`src/hw/rtl/szd_pkg.sv`:
```
// ----------------------------------------------------------------------------
// szd_pkg : shared types and constants of the smoothed z-score peak detector
// Register map, field widths of the configuration registers and defaults.
// ----------------------------------------------------------------------------
package szd_pkg;

    // default build parameters
    localparam int SZD_MAX_LAG     = 32;
    localparam int SZD_SAMPLE_BITS = 16;
    localparam int SZD_INDEX_BITS  = 16;

    // configuration register widths
    localparam int SZD_WL_W    = 6;
    localparam int SZD_THR_W   = 16;
    localparam int SZD_WGT_W   = 17;
    localparam int SZD_FLOOR_W = 16;

    localparam int SZD_CFG_IDX_W  = 2;
    localparam int SZD_CFG_DATA_W = 17;

    // fixed-point positions
    localparam int SZD_THR_FRAC = 8;   // threshold is Q8.8
    localparam int SZD_WGT_FRAC = 16;  // weight is Q1.16

    localparam logic [SZD_WGT_W-1:0] SZD_WGT_ONE = 17'h10000;

    // digit width of the shared multiplier
    localparam int SZD_MUL_DIG = 16;

    // reset values
    localparam logic [SZD_WL_W-1:0]    SZD_WL_RST    = 6'd20;
    localparam logic [SZD_THR_W-1:0]   SZD_THR_RST   = 16'd4800;
    localparam logic [SZD_WGT_W-1:0]   SZD_WGT_RST   = 17'd3277;
    localparam logic [SZD_FLOOR_W-1:0] SZD_FLOOR_RST = 16'd6636;

    typedef enum logic [SZD_CFG_IDX_W-1:0] {
        REG_WINDOW_LENGTH     = 2'd0,
        REG_THRESHOLD_SQUARED = 2'd1,
        REG_INFLUENCE_WEIGHT  = 2'd2,
        REG_FLOOR_LEVEL       = 2'd3
    } cfg_reg_e_t;

    typedef struct packed {
        logic [SZD_WL_W-1:0]    window_length;
        logic [SZD_THR_W-1:0]   threshold_squared;
        logic [SZD_WGT_W-1:0]   influence_weight;
        logic [SZD_FLOOR_W-1:0] floor_level;      // two's complement Q1.14
    } cfg_t;

endpackage

```
`src/hw/rtl/szd_mul.sv`:
```
// ----------------------------------------------------------------------------
// szd_mul : shared digit-serial multiplier
// Signed A times unsigned B, one DIG-bit digit of B per cycle, MSB first.
// ----------------------------------------------------------------------------
module szd_mul #(
    parameter int PA  = 51,
    parameter int PB  = 32,
    parameter int DIG = 16
) (
    input  logic                     clk,
    input  logic                     rst_n,
    input  logic                     start,
    input  logic signed [PA-1:0]     a,
    input  logic        [PB-1:0]     b,
    output logic                     done,
    output logic signed [PA+PB-1:0]  p
);

    localparam int PW    = PA + PB;
    localparam int STEPS = PB / DIG;
    localparam int CNT_W = $clog2(STEPS + 1);

    logic signed [PA-1:0]    a_reg;
    logic        [PB-1:0]    b_reg;
    logic signed [PW-1:0]    acc_reg;
    logic        [CNT_W-1:0] cnt_reg;
    logic                    busy_reg;
    logic                    done_reg;

    logic        [DIG-1:0]   dig;
    logic signed [PA+DIG:0]  prod;
    logic signed [PW-1:0]    acc_next;

    assign dig      = b_reg[PB-1 -: DIG];
    assign prod     = a_reg * $signed({1'b0, dig});
    assign acc_next = (acc_reg <<< DIG) + PW'(prod);

    always_ff @(posedge clk or negedge rst_n)
    begin
        if (!rst_n)
        begin
            busy_reg <= 1'b0;
            done_reg <= 1'b0;
            cnt_reg  <= '0;
        end
        else if (start)
        begin
            busy_reg <= 1'b1;
            done_reg <= 1'b0;
            cnt_reg  <= '0;
        end
        else if (busy_reg)
        begin
            cnt_reg <= cnt_reg + CNT_W'(1);
            if (cnt_reg == CNT_W'(STEPS - 1))
            begin
                busy_reg <= 1'b0;
                done_reg <= 1'b1;
            end
        end
        else
        begin
            done_reg <= 1'b0;
        end
    end

    // operand and accumulator registers, no reset needed
    always_ff @(posedge clk)
    begin
        if (start)
        begin
            a_reg   <= a;
            b_reg   <= b;
            acc_reg <= '0;
        end
        else if (busy_reg)
        begin
            acc_reg <= acc_next;
            b_reg   <= b_reg << DIG;
        end
    end

    assign done = done_reg;
    assign p    = acc_reg;

endmodule

```
`src/hw/rtl/szd_seq.sv`:
```
// ----------------------------------------------------------------------------
// szd_seq : sequencer, history memory and result register
// Walks one sample through judge, blend and window sums on the shared unit.
// ----------------------------------------------------------------------------
module szd_seq #(
    parameter int MAX_LAG     = 32,
    parameter int SAMPLE_BITS = 16,
    parameter int INDEX_BITS  = 16
) (
    input  logic                          clk,
    input  logic                          rst_n,
    input  szd_pkg::cfg_t                 cfg,
    input  logic                          in_valid,
    output logic                          in_ready,
    input  logic signed [SAMPLE_BITS-1:0] in_sample,
    input  logic                          in_last,
    output logic                          out_valid,
    input  logic                          out_ready,
    output logic [INDEX_BITS-1:0]         out_index,
    output logic                          out_peak,
    output logic                          out_outlier,
    output logic                          out_last
);

    import szd_pkg::*;

    localparam int SW     = SAMPLE_BITS;
    localparam int IB     = INDEX_BITS;
    localparam int LW     = $clog2(MAX_LAG + 1);
    localparam int HD     = MAX_LAG + 1;
    localparam int AW     = $clog2(HD);
    localparam int SUM_W  = SW + LW;
    localparam int SQ_W   = 2 * SW + LW;
    localparam int V_W    = 2 * SUM_W;
    localparam int VL_W   = V_W + LW;
    localparam int RT_W   = VL_W + SZD_THR_W;
    localparam int LF_W   = 2 * SUM_W + LW + SZD_THR_FRAC;
    localparam int PA     = VL_W + 1;
    localparam int PB_RAW = (SUM_W > SZD_WGT_W) ? SUM_W : SZD_WGT_W;
    localparam int PB     = ((PB_RAW + SZD_MUL_DIG - 1) / SZD_MUL_DIG) * SZD_MUL_DIG;
    localparam int PW     = PA + PB;
    localparam int BL_W   = SW + SZD_WGT_W + 1;
    localparam int Q_W    = BL_W - SZD_WGT_FRAC;
    localparam int LC_W   = (LW > SZD_WL_W) ? LW : SZD_WL_W;
    localparam int IC_W   = (IB > LW + 1) ? IB : LW + 1;
    localparam int FC_W   = (SW > SZD_FLOOR_W) ? SW : SZD_FLOOR_W;

    localparam logic signed [Q_W-1:0] Q_MAX = {3'b000, {(SW-1){1'b1}}};
    localparam logic signed [Q_W-1:0] Q_MIN = {3'b111, {(SW-1){1'b0}}};

    typedef enum logic [5:0] {
        ST_IDLE    = 6'b000001,
        ST_ISSUE   = 6'b000010,
        ST_WAIT    = 6'b000100,
        ST_RD_PREV = 6'b001000,
        ST_WIN_RD  = 6'b010000,
        ST_FINISH  = 6'b100000
    } state_t;

    typedef enum logic [3:0] {
        OP_LX,      // L * x
        OP_DD,      // d * d
        OP_LEFT,    // d^2 * (L - 1)
        OP_LQ,      // L * Q
        OP_SS,      // S * S
        OP_VL,      // var * L
        OP_RIGHT,   // var * L * T
        OP_BX,      // w * x
        OP_BP,      // (1 - w) * prev
        OP_SQ       // window entry squared
    } op_t;

    state_t state_reg, state_next;
    op_t    op_reg, op_next;

    // control state
    logic [IB-1:0]           pos_reg;
    logic                    held_valid_reg;
    logic [AW-1:0]           wp_reg;
    logic [AW-1:0]           rp_reg;
    logic [LW-1:0]           cnt_reg;
    logic                    out_valid_reg;

    // held window
    logic signed [SUM_W-1:0] held_sum_reg;
    logic [SQ_W-1:0]         held_sq_reg;
    logic [LW-1:0]           held_len_reg;

    // per-sample working registers
    logic signed [SW-1:0]    x_reg;
    logic                    last_reg;
    logic [IB-1:0]           idx_reg;
    logic [LW-1:0]           lag_reg;
    logic signed [SUM_W-1:0] win_sum_reg;
    logic [SQ_W-1:0]         win_sq_reg;
    logic [SUM_W-1:0]        d_reg;
    logic [2*SUM_W-1:0]      dd_reg;
    logic [LF_W-1:0]         left_reg;
    logic [V_W-1:0]          var_reg;
    logic [VL_W-1:0]         vl_reg;
    logic signed [BL_W-1:0]  bl_reg;
    logic                    peak_reg;
    logic                    outlier_reg;
    logic signed [SW-1:0]    stored_reg;
    logic signed [SW-1:0]    rdata_reg;

    logic [IB-1:0]           out_index_reg;
    logic                    out_peak_reg;
    logic                    out_outlier_reg;
    logic                    out_last_reg;

    logic signed [SW-1:0]    hist_mem [HD];

    // combinational
    logic                    accept;
    logic                    out_free;
    logic                    mem_we;
    logic                    mem_re;
    logic [LW-1:0]           lag;
    logic                    lag_ok;
    logic [IC_W-1:0]         idx_e;
    logic [IC_W-1:0]         lag_e;
    logic                    judge;
    logic                    take;
    logic [SUM_W-1:0]        s_abs;
    logic [SW-1:0]           v_abs;
    logic [SZD_WGT_W-1:0]    w_clamp;
    logic [SZD_WGT_W-1:0]    w_comp;
    logic signed [SUM_W-1:0] lx;
    logic signed [SUM_W:0]   diff;
    logic [SUM_W-1:0]        d_new;
    logic                    outlier_new;
    logic signed [BL_W-1:0]  bl_sum;
    logic signed [Q_W-1:0]   q;
    logic signed [SW-1:0]    q_sat;
    logic signed [SUM_W-1:0] sum_new;
    logic [SQ_W-1:0]         sq_new;
    logic [AW-1:0]           wp_inc;
    logic [AW-1:0]           wp_dec;
    logic [AW-1:0]           rp_dec;

    logic                    mul_start;
    logic signed [PA-1:0]    mul_a;
    logic [PB-1:0]           mul_b;
    logic                    mul_done;
    logic signed [PW-1:0]    mul_p;

    szd_mul #(
        .PA  (PA),
        .PB  (PB),
        .DIG (SZD_MUL_DIG)
    ) u_mul (
        .clk   (clk),
        .rst_n (rst_n),
        .start (mul_start),
        .a     (mul_a),
        .b     (mul_b),
        .done  (mul_done),
        .p     (mul_p)
    );

    assign in_ready  = (state_reg == ST_IDLE);
    assign accept    = in_valid && in_ready;
    assign out_free  = !out_valid_reg || out_ready;
    assign mem_we    = (state_reg == ST_FINISH) && out_free;
    assign mem_re    = (state_reg == ST_RD_PREV) || (state_reg == ST_WIN_RD);
    assign mul_start = (state_reg == ST_ISSUE);

    assign wp_inc = (wp_reg == AW'(HD - 1)) ? '0 : wp_reg + AW'(1);
    assign wp_dec = (wp_reg == '0) ? AW'(HD - 1) : wp_reg - AW'(1);
    assign rp_dec = (rp_reg == '0) ? AW'(HD - 1) : rp_reg - AW'(1);

    // judge / window decision on the incoming sample
    always_comb
    begin
        if (LC_W'(cfg.window_length) > LC_W'(MAX_LAG))
            lag = LW'(MAX_LAG);
        else
            lag = LW'(cfg.window_length);
        lag_ok = (lag >= LW'(2));
        idx_e  = IC_W'(pos_reg);
        lag_e  = IC_W'(lag);
        judge  = lag_ok && (idx_e >= lag_e + IC_W'(1)) && held_valid_reg
                 && (FC_W'(in_sample) > FC_W'($signed(cfg.floor_level)))
                 && !((idx_e == lag_e + IC_W'(1)) && in_last);
        take   = lag_ok && (judge || ((idx_e >= lag_e) && !held_valid_reg));
    end

    // operand magnitudes and weights
    always_comb
    begin
        s_abs   = held_sum_reg[SUM_W-1] ? SUM_W'(~held_sum_reg) + SUM_W'(1)
                                        : SUM_W'(held_sum_reg);
        v_abs   = rdata_reg[SW-1] ? SW'(~rdata_reg) + SW'(1) : SW'(rdata_reg);
        w_clamp = (cfg.influence_weight > SZD_WGT_ONE) ? SZD_WGT_ONE
                                                       : cfg.influence_weight;
        w_comp  = SZD_WGT_ONE - w_clamp;
    end

    // shared unit operand select
    always_comb
    begin
        case (op_reg)
            OP_LX:
            begin
                mul_a = PA'(x_reg);
                mul_b = PB'(held_len_reg);
            end
            OP_DD:
            begin
                mul_a = PA'(d_reg);
                mul_b = PB'(d_reg);
            end
            OP_LEFT:
            begin
                mul_a = PA'(dd_reg);
                mul_b = PB'(held_len_reg - LW'(1));
            end
            OP_LQ:
            begin
                mul_a = PA'(held_sq_reg);
                mul_b = PB'(held_len_reg);
            end
            OP_SS:
            begin
                mul_a = PA'(s_abs);
                mul_b = PB'(s_abs);
            end
            OP_VL:
            begin
                mul_a = PA'(var_reg);
                mul_b = PB'(held_len_reg);
            end
            OP_RIGHT:
            begin
                mul_a = PA'(vl_reg);
                mul_b = PB'(cfg.threshold_squared);
            end
            OP_BX:
            begin
                mul_a = PA'(x_reg);
                mul_b = PB'(w_clamp);
            end
            OP_BP:
            begin
                mul_a = PA'(rdata_reg);
                mul_b = PB'(w_comp);
            end
            OP_SQ:
            begin
                mul_a = PA'(v_abs);
                mul_b = PB'(v_abs);
            end
            default:
            begin
                mul_a = '0;
                mul_b = '0;
            end
        endcase
    end

    // result post-processing
    always_comb
    begin
        lx          = mul_p[SUM_W-1:0];
        diff        = {lx[SUM_W-1], lx} - {held_sum_reg[SUM_W-1], held_sum_reg};
        d_new       = diff[SUM_W] ? SUM_W'(~diff) + SUM_W'(1) : SUM_W'(diff);
        outlier_new = RT_W'(left_reg) > mul_p[RT_W-1:0];
        // round half up, then floor shift
        bl_sum      = bl_reg + mul_p[BL_W-1:0]
                      + BL_W'(1 << (SZD_WGT_FRAC - 1));
        q           = bl_sum[BL_W-1:SZD_WGT_FRAC];
        if (q > Q_MAX)
            q_sat = Q_MAX[SW-1:0];
        else if (q < Q_MIN)
            q_sat = Q_MIN[SW-1:0];
        else
            q_sat = q[SW-1:0];
        sum_new     = win_sum_reg + SUM_W'(rdata_reg);
        sq_new      = win_sq_reg + SQ_W'(mul_p[2*SW-1:0]);
    end

    // sequencer
    always_comb
    begin
        state_next = state_reg;
        op_next    = op_reg;
        case (state_reg)
            ST_IDLE:
            begin
                if (accept)
                begin
                    if (judge)
                    begin
                        state_next = ST_ISSUE;
                        op_next    = OP_LX;
                    end
                    else if (take)
                        state_next = ST_WIN_RD;
                    else
                        state_next = ST_FINISH;
                end
            end
            ST_ISSUE:
                state_next = ST_WAIT;
            ST_WAIT:
            begin
                if (mul_done)
                begin
                    state_next = ST_ISSUE;
                    case (op_reg)
                        OP_LX:    op_next = OP_DD;
                        OP_DD:    op_next = OP_LEFT;
                        OP_LEFT:  op_next = OP_LQ;
                        OP_LQ:    op_next = OP_SS;
                        OP_SS:    op_next = OP_VL;
                        OP_VL:    op_next = OP_RIGHT;
                        OP_RIGHT: state_next = outlier_new ? ST_RD_PREV : ST_WIN_RD;
                        OP_BX:    op_next = OP_BP;
                        OP_BP:    state_next = ST_WIN_RD;
                        OP_SQ:    state_next = (cnt_reg == lag_reg) ? ST_FINISH
                                                                    : ST_WIN_RD;
                        default:  state_next = ST_IDLE;
                    endcase
                end
            end
            ST_RD_PREV:
            begin
                state_next = ST_ISSUE;
                op_next    = OP_BX;
            end
            ST_WIN_RD:
            begin
                state_next = ST_ISSUE;
                op_next    = OP_SQ;
            end
            ST_FINISH:
            begin
                if (out_free)
                    state_next = ST_IDLE;
            end
            default:
                state_next = ST_IDLE;
        endcase
    end

    // control registers
    always_ff @(posedge clk or negedge rst_n)
    begin
        if (!rst_n)
        begin
            state_reg      <= ST_IDLE;
            op_reg         <= OP_LX;
            pos_reg        <= '0;
            held_valid_reg <= 1'b0;
            held_sum_reg   <= '0;
            held_sq_reg    <= '0;
            held_len_reg   <= '0;
            wp_reg         <= '0;
            rp_reg         <= '0;
            cnt_reg        <= '0;
            out_valid_reg  <= 1'b0;
        end
        else
        begin
            state_reg <= state_next;
            op_reg    <= op_next;

            if (accept)
            begin
                rp_reg  <= wp_dec;
                cnt_reg <= '0;
                if (in_last)
                begin
                    pos_reg        <= '0;
                    held_valid_reg <= 1'b0;
                end
                else
                begin
                    if (pos_reg != '1)
                        pos_reg <= pos_reg + IB'(1);
                    if (take)
                        held_valid_reg <= 1'b1;
                end
            end

            if (state_reg == ST_WIN_RD)
            begin
                rp_reg  <= rp_dec;
                cnt_reg <= cnt_reg + LW'(1);
            end

            // last window entry in: the window becomes the held one
            if ((state_reg == ST_WAIT) && mul_done && (op_reg == OP_SQ)
                && (cnt_reg == lag_reg))
            begin
                held_sum_reg <= sum_new;
                held_sq_reg  <= sq_new;
                held_len_reg <= lag_reg;
            end

            if (mem_we)
            begin
                wp_reg        <= wp_inc;
                out_valid_reg <= 1'b1;
            end
            else if (out_ready)
            begin
                out_valid_reg <= 1'b0;
            end
        end
    end

    // working registers
    always_ff @(posedge clk)
    begin
        if (accept)
        begin
            x_reg       <= in_sample;
            last_reg    <= in_last;
            idx_reg     <= pos_reg;
            lag_reg     <= lag;
            stored_reg  <= in_sample;
            win_sum_reg <= '0;
            win_sq_reg  <= '0;
            peak_reg    <= 1'b0;
            outlier_reg <= 1'b0;
        end

        if ((state_reg == ST_WAIT) && mul_done)
        begin
            case (op_reg)
                OP_LX:
                begin
                    d_reg    <= d_new;
                    peak_reg <= !diff[SUM_W];
                end
                OP_DD:    dd_reg   <= mul_p[2*SUM_W-1:0];
                OP_LEFT:  left_reg <= LF_W'({mul_p[LF_W-SZD_THR_FRAC-1:0],
                                             {SZD_THR_FRAC{1'b0}}});
                OP_LQ:    var_reg  <= mul_p[V_W-1:0];
                OP_SS:    var_reg  <= var_reg - mul_p[V_W-1:0];
                OP_VL:    vl_reg   <= mul_p[VL_W-1:0];
                OP_RIGHT: outlier_reg <= outlier_new;
                OP_BX:    bl_reg   <= mul_p[BL_W-1:0];
                OP_BP:    stored_reg  <= q_sat;
                OP_SQ:
                begin
                    win_sum_reg <= sum_new;
                    win_sq_reg  <= sq_new;
                end
                default:  bl_reg   <= bl_reg;
            endcase
        end

        if (mem_we)
        begin
            out_index_reg   <= idx_reg;
            out_peak_reg    <= peak_reg && outlier_reg;
            out_outlier_reg <= outlier_reg;
            out_last_reg    <= last_reg;
        end
    end

    // history memory: one write, one registered read
    always_ff @(posedge clk)
    begin
        if (mem_we)
            hist_mem[wp_reg] <= stored_reg;
        if (mem_re)
            rdata_reg <= hist_mem[rp_reg];
    end

    assign out_valid   = out_valid_reg;
    assign out_index   = out_index_reg;
    assign out_peak    = out_peak_reg;
    assign out_outlier = out_outlier_reg;
    assign out_last    = out_last_reg;

endmodule

```
`src/hw/rtl/smoothed_zscore_peak_detector.sv`:
```
// ----------------------------------------------------------------------------
// smoothed_zscore_peak_detector : streaming smoothed z-score peak marker
// Configuration registers, stream port packing and the sample sequencer.
// ----------------------------------------------------------------------------
// Usage:
//   Slave stream: one signed correlation sample per word in s_tdata, s_tlast
//   marks the final sample of a record. Master stream: one result word per
//   sample: its record index in m_tdata, is_peak and is_outlier in m_tuser,
//   and m_tlast copies the record end mark.
//   Configuration: cfg_we writes cfg_data into register cfg_index (0 window
//   length, 1 squared threshold, 2 influence weight, 3 floor level); write
//   only while no sample is in flight.
//   Timing: one sample at a time, s_tready is high only while idle. Taking a
//   window of L samples costs one history read and one square on the shared
//   multiplier per entry. A judged sample adds seven products on the
//   two-digit shared multiplier, and an outlier a history read and two more
//   products for its blend.
//   The result sits in an output register and the next sample is taken while
//   it waits; under a receiver stall the following sample holds in its final
//   step until the register frees.
//   Reset: registers return to their defaults, the record index goes to zero
//   and no window is held. The history memory is not cleared.
// ----------------------------------------------------------------------------
module smoothed_zscore_peak_detector #(
    parameter int MAX_LAG     = szd_pkg::SZD_MAX_LAG,
    parameter int SAMPLE_BITS = szd_pkg::SZD_SAMPLE_BITS,
    parameter int INDEX_BITS  = szd_pkg::SZD_INDEX_BITS
) (
    input  logic                                         clk,
    input  logic                                         rst_n,
    // slave stream
    input  logic                                         s_tvalid,
    output logic                                         s_tready,
    input  logic [((SAMPLE_BITS+7)/8)*8-1:0]             s_tdata,  // sample
    input  logic                                         s_tlast,  // last_sample
    // master stream
    output logic                                         m_tvalid,
    input  logic                                         m_tready,
    output logic [((INDEX_BITS+7)/8)*8-1:0]              m_tdata,  // sample_index
    output logic [1:0]                                   m_tuser,  // [1] is_outlier, [0] is_peak
    output logic                                         m_tlast,  // record_end
    // configuration
    input  logic                                         cfg_we,
    input  logic [szd_pkg::SZD_CFG_IDX_W-1:0]            cfg_index,
    input  logic [szd_pkg::SZD_CFG_DATA_W-1:0]           cfg_data
);

    import szd_pkg::*;

    localparam int OUT_W = ((INDEX_BITS + 7) / 8) * 8;

    cfg_t                   cfg_reg;
    logic [INDEX_BITS-1:0]  res_index;
    logic                   res_peak;
    logic                   res_outlier;

    // configuration registers
    always_ff @(posedge clk or negedge rst_n)
    begin
        if (!rst_n)
        begin
            cfg_reg.window_length     <= SZD_WL_RST;
            cfg_reg.threshold_squared <= SZD_THR_RST;
            cfg_reg.influence_weight  <= SZD_WGT_RST;
            cfg_reg.floor_level       <= SZD_FLOOR_RST;
        end
        else if (cfg_we)
        begin
            case (cfg_reg_e_t'(cfg_index))
                REG_WINDOW_LENGTH:
                    cfg_reg.window_length <= cfg_data[SZD_WL_W-1:0];
                REG_THRESHOLD_SQUARED:
                    cfg_reg.threshold_squared <= cfg_data[SZD_THR_W-1:0];
                REG_INFLUENCE_WEIGHT:
                    cfg_reg.influence_weight <= cfg_data[SZD_WGT_W-1:0];
                REG_FLOOR_LEVEL:
                    cfg_reg.floor_level <= cfg_data[SZD_FLOOR_W-1:0];
                default:
                    cfg_reg <= cfg_reg;
            endcase
        end
    end

    szd_seq #(
        .MAX_LAG     (MAX_LAG),
        .SAMPLE_BITS (SAMPLE_BITS),
        .INDEX_BITS  (INDEX_BITS)
    ) u_seq (
        .clk         (clk),
        .rst_n       (rst_n),
        .cfg         (cfg_reg),
        .in_valid    (s_tvalid),
        .in_ready    (s_tready),
        .in_sample   ($signed(s_tdata[SAMPLE_BITS-1:0])),
        .in_last     (s_tlast),
        .out_valid   (m_tvalid),
        .out_ready   (m_tready),
        .out_index   (res_index),
        .out_peak    (res_peak),
        .out_outlier (res_outlier),
        .out_last    (m_tlast)
    );

    // pack result word, pad bits zero
    assign m_tdata = OUT_W'(res_index);
    assign m_tuser = {res_outlier, res_peak};

endmodule

```
`config.mk`:
```
export PLATFORM = sky130hd
export DESIGN_NAME = smoothed_zscore_peak_detector
export DESIGN_NICKNAME = d
export VERILOG_FILES = /design/src/hw/rtl/szd_pkg.sv /design/src/hw/rtl/szd_mul.sv /design/src/hw/rtl/szd_seq.sv /design/src/hw/rtl/smoothed_zscore_peak_detector.sv
export SDC_FILE = /design/constraint.sdc
export NUM_CORES = 2
export LEC_CHECK = 0
export ABC_AREA = 1
export BUFFER_PORTS_ARGS = -buffer_cell sky130_fd_sc_hd__clkbuf_2
export CAP_MARGIN = 20
export CORE_MARGIN = 1.5
export CORE_UTILIZATION = 50
export DETAILED_ROUTE_END_ITERATION = 7
export GPL_TIMING_DRIVEN = 0
export PLACE_DENSITY = 0.65
export SLEW_MARGIN = 25
export SYNTH_ARGS = -nofsm -noshare
export SYNTH_HDL_FRONTEND = slang
export SYNTH_HIERARCHICAL = 1
export SYNTH_SLANG_ARGS = --single-unit
```
`constraint.sdc`:
```
create_clock -name clk -period 9.1 [get_ports clk]
set_clock_uncertainty 0.05 [all_clocks]
set_input_delay 0.91 -clock clk [delete_from_list [all_inputs] [get_ports clk]]
set_output_delay 0.91 -clock clk [all_outputs]
set_load 0.05 [all_outputs]
```
Word level (Yosys, flattened, before mapping) --
Memories as Yosys holds them, arrays and structs flattened. A register that Yosys moved wholly into a read port is not among the register bits. Cells that the tools add are included.
Operators by class: magnitude comparators 9, reductions and logical operators 49, add/subtract/negate cells 19, bitwise operators 3, multipliers 1, eq/ne operators 29, mux-type cells 64
Operators by type and width (number):
- 51-bit case mux with 9 select lines | 1
- 32-bit case mux with 8 select lines | 1
- 16-bit two-way mux | 8
- 38-bit two-way mux | 3
- 22-bit two-way mux | 5
- 44-bit case mux with 2 select lines | 1
- 6-bit two-way mux | 14
- 66-bit adder | 1
- 58-bit by 66-bit greater-than comparator with 1-bit output | 1
- 51-bit by 17-bit multiplier with 66-bit output | 1
- 32-bit two-way mux | 2
- 22-bit by 2-bit adder with 22-bit output (second input constant) | 2
- 22-bit NOT | 2
- 44-bit subtractor | 1
- 38-bit by 32-bit adder with 38-bit output | 1
- 34-bit by 16-bit adder with 34-bit output (second input constant) | 1
- 34-bit adder | 1
- 6-bit case mux with 5 select lines | 1
- 4-bit case mux with 7 select lines | 1
- 6-bit case mux with 4 select lines | 1
- 2-bit AND reduction | 12
- 22-bit by 22-bit subtractor with 23-bit output | 1
- 22-bit by 16-bit adder with 22-bit output | 1
- 18-bit by 16-bit greater-than comparator with 1-bit output (second input constant) | 1
- 54 further kinds | 110
Storage, ports and cells: output and inout bits 21, logic and storage cells 215, RAM bits 528, register bits after elaboration 700, bits of input ports 41, memories 1
Memory list:
- u_seq.hist_mem | depth 33, width 16, rd ports 1, clocked after memory_dff 1, write ports 1, RTL line szd_seq.sv:112 | logic signed [SW-1:0] hist_mem [HD];

Depth between registers and ports, before layout --
depth in word-level cells 14, mapped depth 32

Cells and area by module --
The synthesis kept the hierarchy.
By module, submodules not included:
- szd_seq | cells an instance 5910, times used 1, sequential area each 29769.8 µm², area each 54811.3 µm²
- szd_mul | cells an instance 5754, times used 1, sequential area each 4254.1 µm², area each 42380.6 µm²
- smoothed_zscore_peak_detector | cells an instance 248, times used 1, sequential area each 1402.6 µm², area each 2311.0 µm²

Worst setup path before layout --
No wires, ideal clock.
path kind register -> register, start register u_seq.state_reg[4], end register u_seq.u_mul.b_reg[0] (enable), setup slack 1.354 ns, required time 8.641 ns, cell stages (with the launch flop) 8, period minus slack after synthesis 7.746 ns, setup time 0.409 ns, arrival time 7.287 ns, cell sequence dfrtp_1 inv_2 nand2_2 nor4_1 clkbuf_1 nor2_1 clkinv_1 clkbuf_1
On the way: word-level cells in the longest chain between the ends 2
RTL lines:
- start, declared | RTL line szd_seq.sv:73 | state_t state_reg, state_next;
- start signal, assigned | RTL line szd_seq.sv:366 | state_reg <= state_next;
- 6-bit by 2-bit equality test with 1-bit output | RTL line szd_seq.sv:167 | assign mul_start = (state_reg == ST_ISSUE);
- via u_seq.mul_start | RTL line szd_seq.sv:142 | logic mul_start;
- 2-bit nonzero test (no line)
- end signal, assigned | RTL line szd_mul.sv:79 | b_reg <= b_reg << DIG;
- end, declared | RTL line szd_mul.sv:24 | logic [PB-1:0] b_reg;
The timed path passes the listed nets, and every way through them passes these cells. A chain may end at the register's enable or synchronous reset.

Worst setup path after layout --
start register u_seq.u_mul.b_reg[19], end register u_seq.u_mul.acc_reg[34], in the netlist u_seq/u_mul/p[34]
On the way: word-level cells in the longest chain between the ends 2
RTL lines:
- 51-bit by 17-bit multiplier with 66-bit output | RTL line szd_mul.sv:35 | assign prod = a_reg * $signed({1'b0, dig});
- 66-bit adder | RTL line szd_mul.sv:36 | assign acc_next = (acc_reg <<< DIG) + PW'(prod);
- end signal, assigned | RTL line szd_mul.sv:78 | acc_reg <= acc_next;
- end, declared | RTL line szd_mul.sv:25 | logic signed [PW-1:0] acc_reg;
No other way between the ends.

==> metrics.txt <==
met2 WL 159000 um; Chip Width approximately 440 um; Crit path required time around 9.7 ns; antenna viol nets, final 0; via count of the first global-routing pass about 78000; clock buffer depth 3; Worst R2R Start u_seq/u_mul/b_reg[19]; CTS Sinks roughly 1200; drc violations 0; worst reg-to-reg setup slack around 1.2 ns; DRT Pass-1 Iters 8; Tightest Hold Check Type in2async; RSZ-0062 raised after global routing false; Skew-Pair Late Insertion Delay around 0.79 ns; Worst path most repeated cell inv_1; Slew @ Worst Pin 1.19 ns; syn avg cell area 8.48 um2; post-placement cell area 99300 um2; footprint of the multi-input gates 49400 um2; max_cap viols 0; placer congestion estimate 1.01; WL/cell 25.0 um; Max Used Layer met5; Clock Root Buffer clkbuf_16; # fillers about 17000; max FFs per register about 530; max_slew headroom 20.7%; Non-Filler Cell Area, Final between 100000 and 150000 um2; Vias/cell 5.65; Synth Net Count 12450; minimum setup slack after placement approximately 1.3 ns; GR Util All Layers 36.6%; crit path max fanout 10; TritonCTS buffer count 134; setup violators final 0; largest net degree at the start of global routing ~70; Ys Warns 6; reg2reg end u_seq/u_mul/p[34]; first-pass GRT wire length 512000 um; Gate Count Post-Synth about 11000; WL met3 32100 um; die area ~190000 um2; Slew Limit Fails 0; hold buffers post-CTS 0; Initial Utilization between 50 and 60%; row count about 160; Via Count ~80000; Register Area 35100 um2; crit start category flip-flop; die height 438 um; Post-Syn Area roughly 95000 um2; Slowest-stage cell, CP clkbuf_1; HPWL Detailed ~280000 um; Total Wirelength between 300000 and 400000 um; Peak Freq ~130 MHz; fraction of final layout cells sized beyond drive strength 1 under 10%; final count of hold timing violations 0; M1 wire length between 100000 and 150000 um; status finished, final reports clean; CP peak stage delay between 0.8 and 0.9 ns; R2R cell count 27; critical path class reg2reg; Crit path arrival time 8.49 ns; initial DRC count roughly 8500; Area Overhead vs Synth 9.66%; antenna violations before repair 17; min Tclk post-route ~7.9 ns; crit end category flip-flop; # Post-CTS Setup Buffers 0; post-cts sizing count 0; Final WS setup between 1 and 1.5 ns; CORE AREA about 190000 um2; clock transition at the registers of the reported paths around 0.060 ns; Ports 62; CTS tree built; final worst path period share just under 90%; Buffers on Ports 59; grt ovf 0; H-tree Lvls 4; nets@finish between 10000 and 15000
[layer usage]
layer  vias to the layer above  GRT usage, %
met2                      3848          57.7
met1                     38788          48.1
met4                        10          19.3
met3                       821          6.77
met5                         -             0
li1                      35680             -
[cells in the final DEF, fill, tap and decap left out, drive strengths merged, types with 313 or more instances in the layout]
| cell | n |
|---|---|
| a21oi | 313 |
| edfxtp | 929 |
| nand3 | 399 |
| nand2 | 2859 |
| o21ai | 692 |
| inv | 2272 |
| fa | 813 |
| ha | 441 |
| clkbuf | 595 |
| nor2 | 844 |
[critical path: cells and delay by family (launching register included)]
kind,cells,cell delay (ns)
fa+ha+maj,7,3.48
buf+inv,10,2.22
compound gates,2,0.88
simple gates,8,0.82
flops,1,0.32
[per-stage QoR]
step	TNS [ns]	cells	util [%]	hold WS [ns]
floorplan	0	11155	-	0.350
global placement	-462.54	13709	52.2	0.355
detailed placement	0	13762	52.9	0.355
CTS	0	14003	55.2	0.00378
global route	0	14003	55.2	0.0322
finish	0	14008	55.2	0.0236
[cell type report]
cell class,instances,area share [%]
sequential,1244,33.9
clock buffer,173,3.50
tap,2495,3.01
multi-input combinational,7188,47.7
antenna,5,0.0121
inverter,2276,8.24
clock inverter,68,0.693
timing repair buffer,112,1.24
buffer,447,1.79
[worst max path at each step]
stage,startpoint,end,slack (ns),cells after the start
floorplan,u_seq/state_reg[4],u_seq/u_mul/b_reg[0],1.37,7
global placement,u_seq/state_reg[4],u_seq/u_mul/b_reg[4],-4.23,7
detailed placement,u_seq/u_mul/b_reg[19],u_seq/u_mul/p[36],1.26,25
CTS,u_seq/u_mul/b_reg[24],u_seq/u_mul/p[36],1.22,23
global route,u_seq/u_mul/b_reg[20],u_seq/u_mul/p[60],1.13,26
finish,u_seq/u_mul/b_reg[19],u_seq/u_mul/p[34],1.17,27
Power is left out: the tool's default activity adds up to more than one toggle a clock period on the data nets, which glitch-free logic cannot reach.
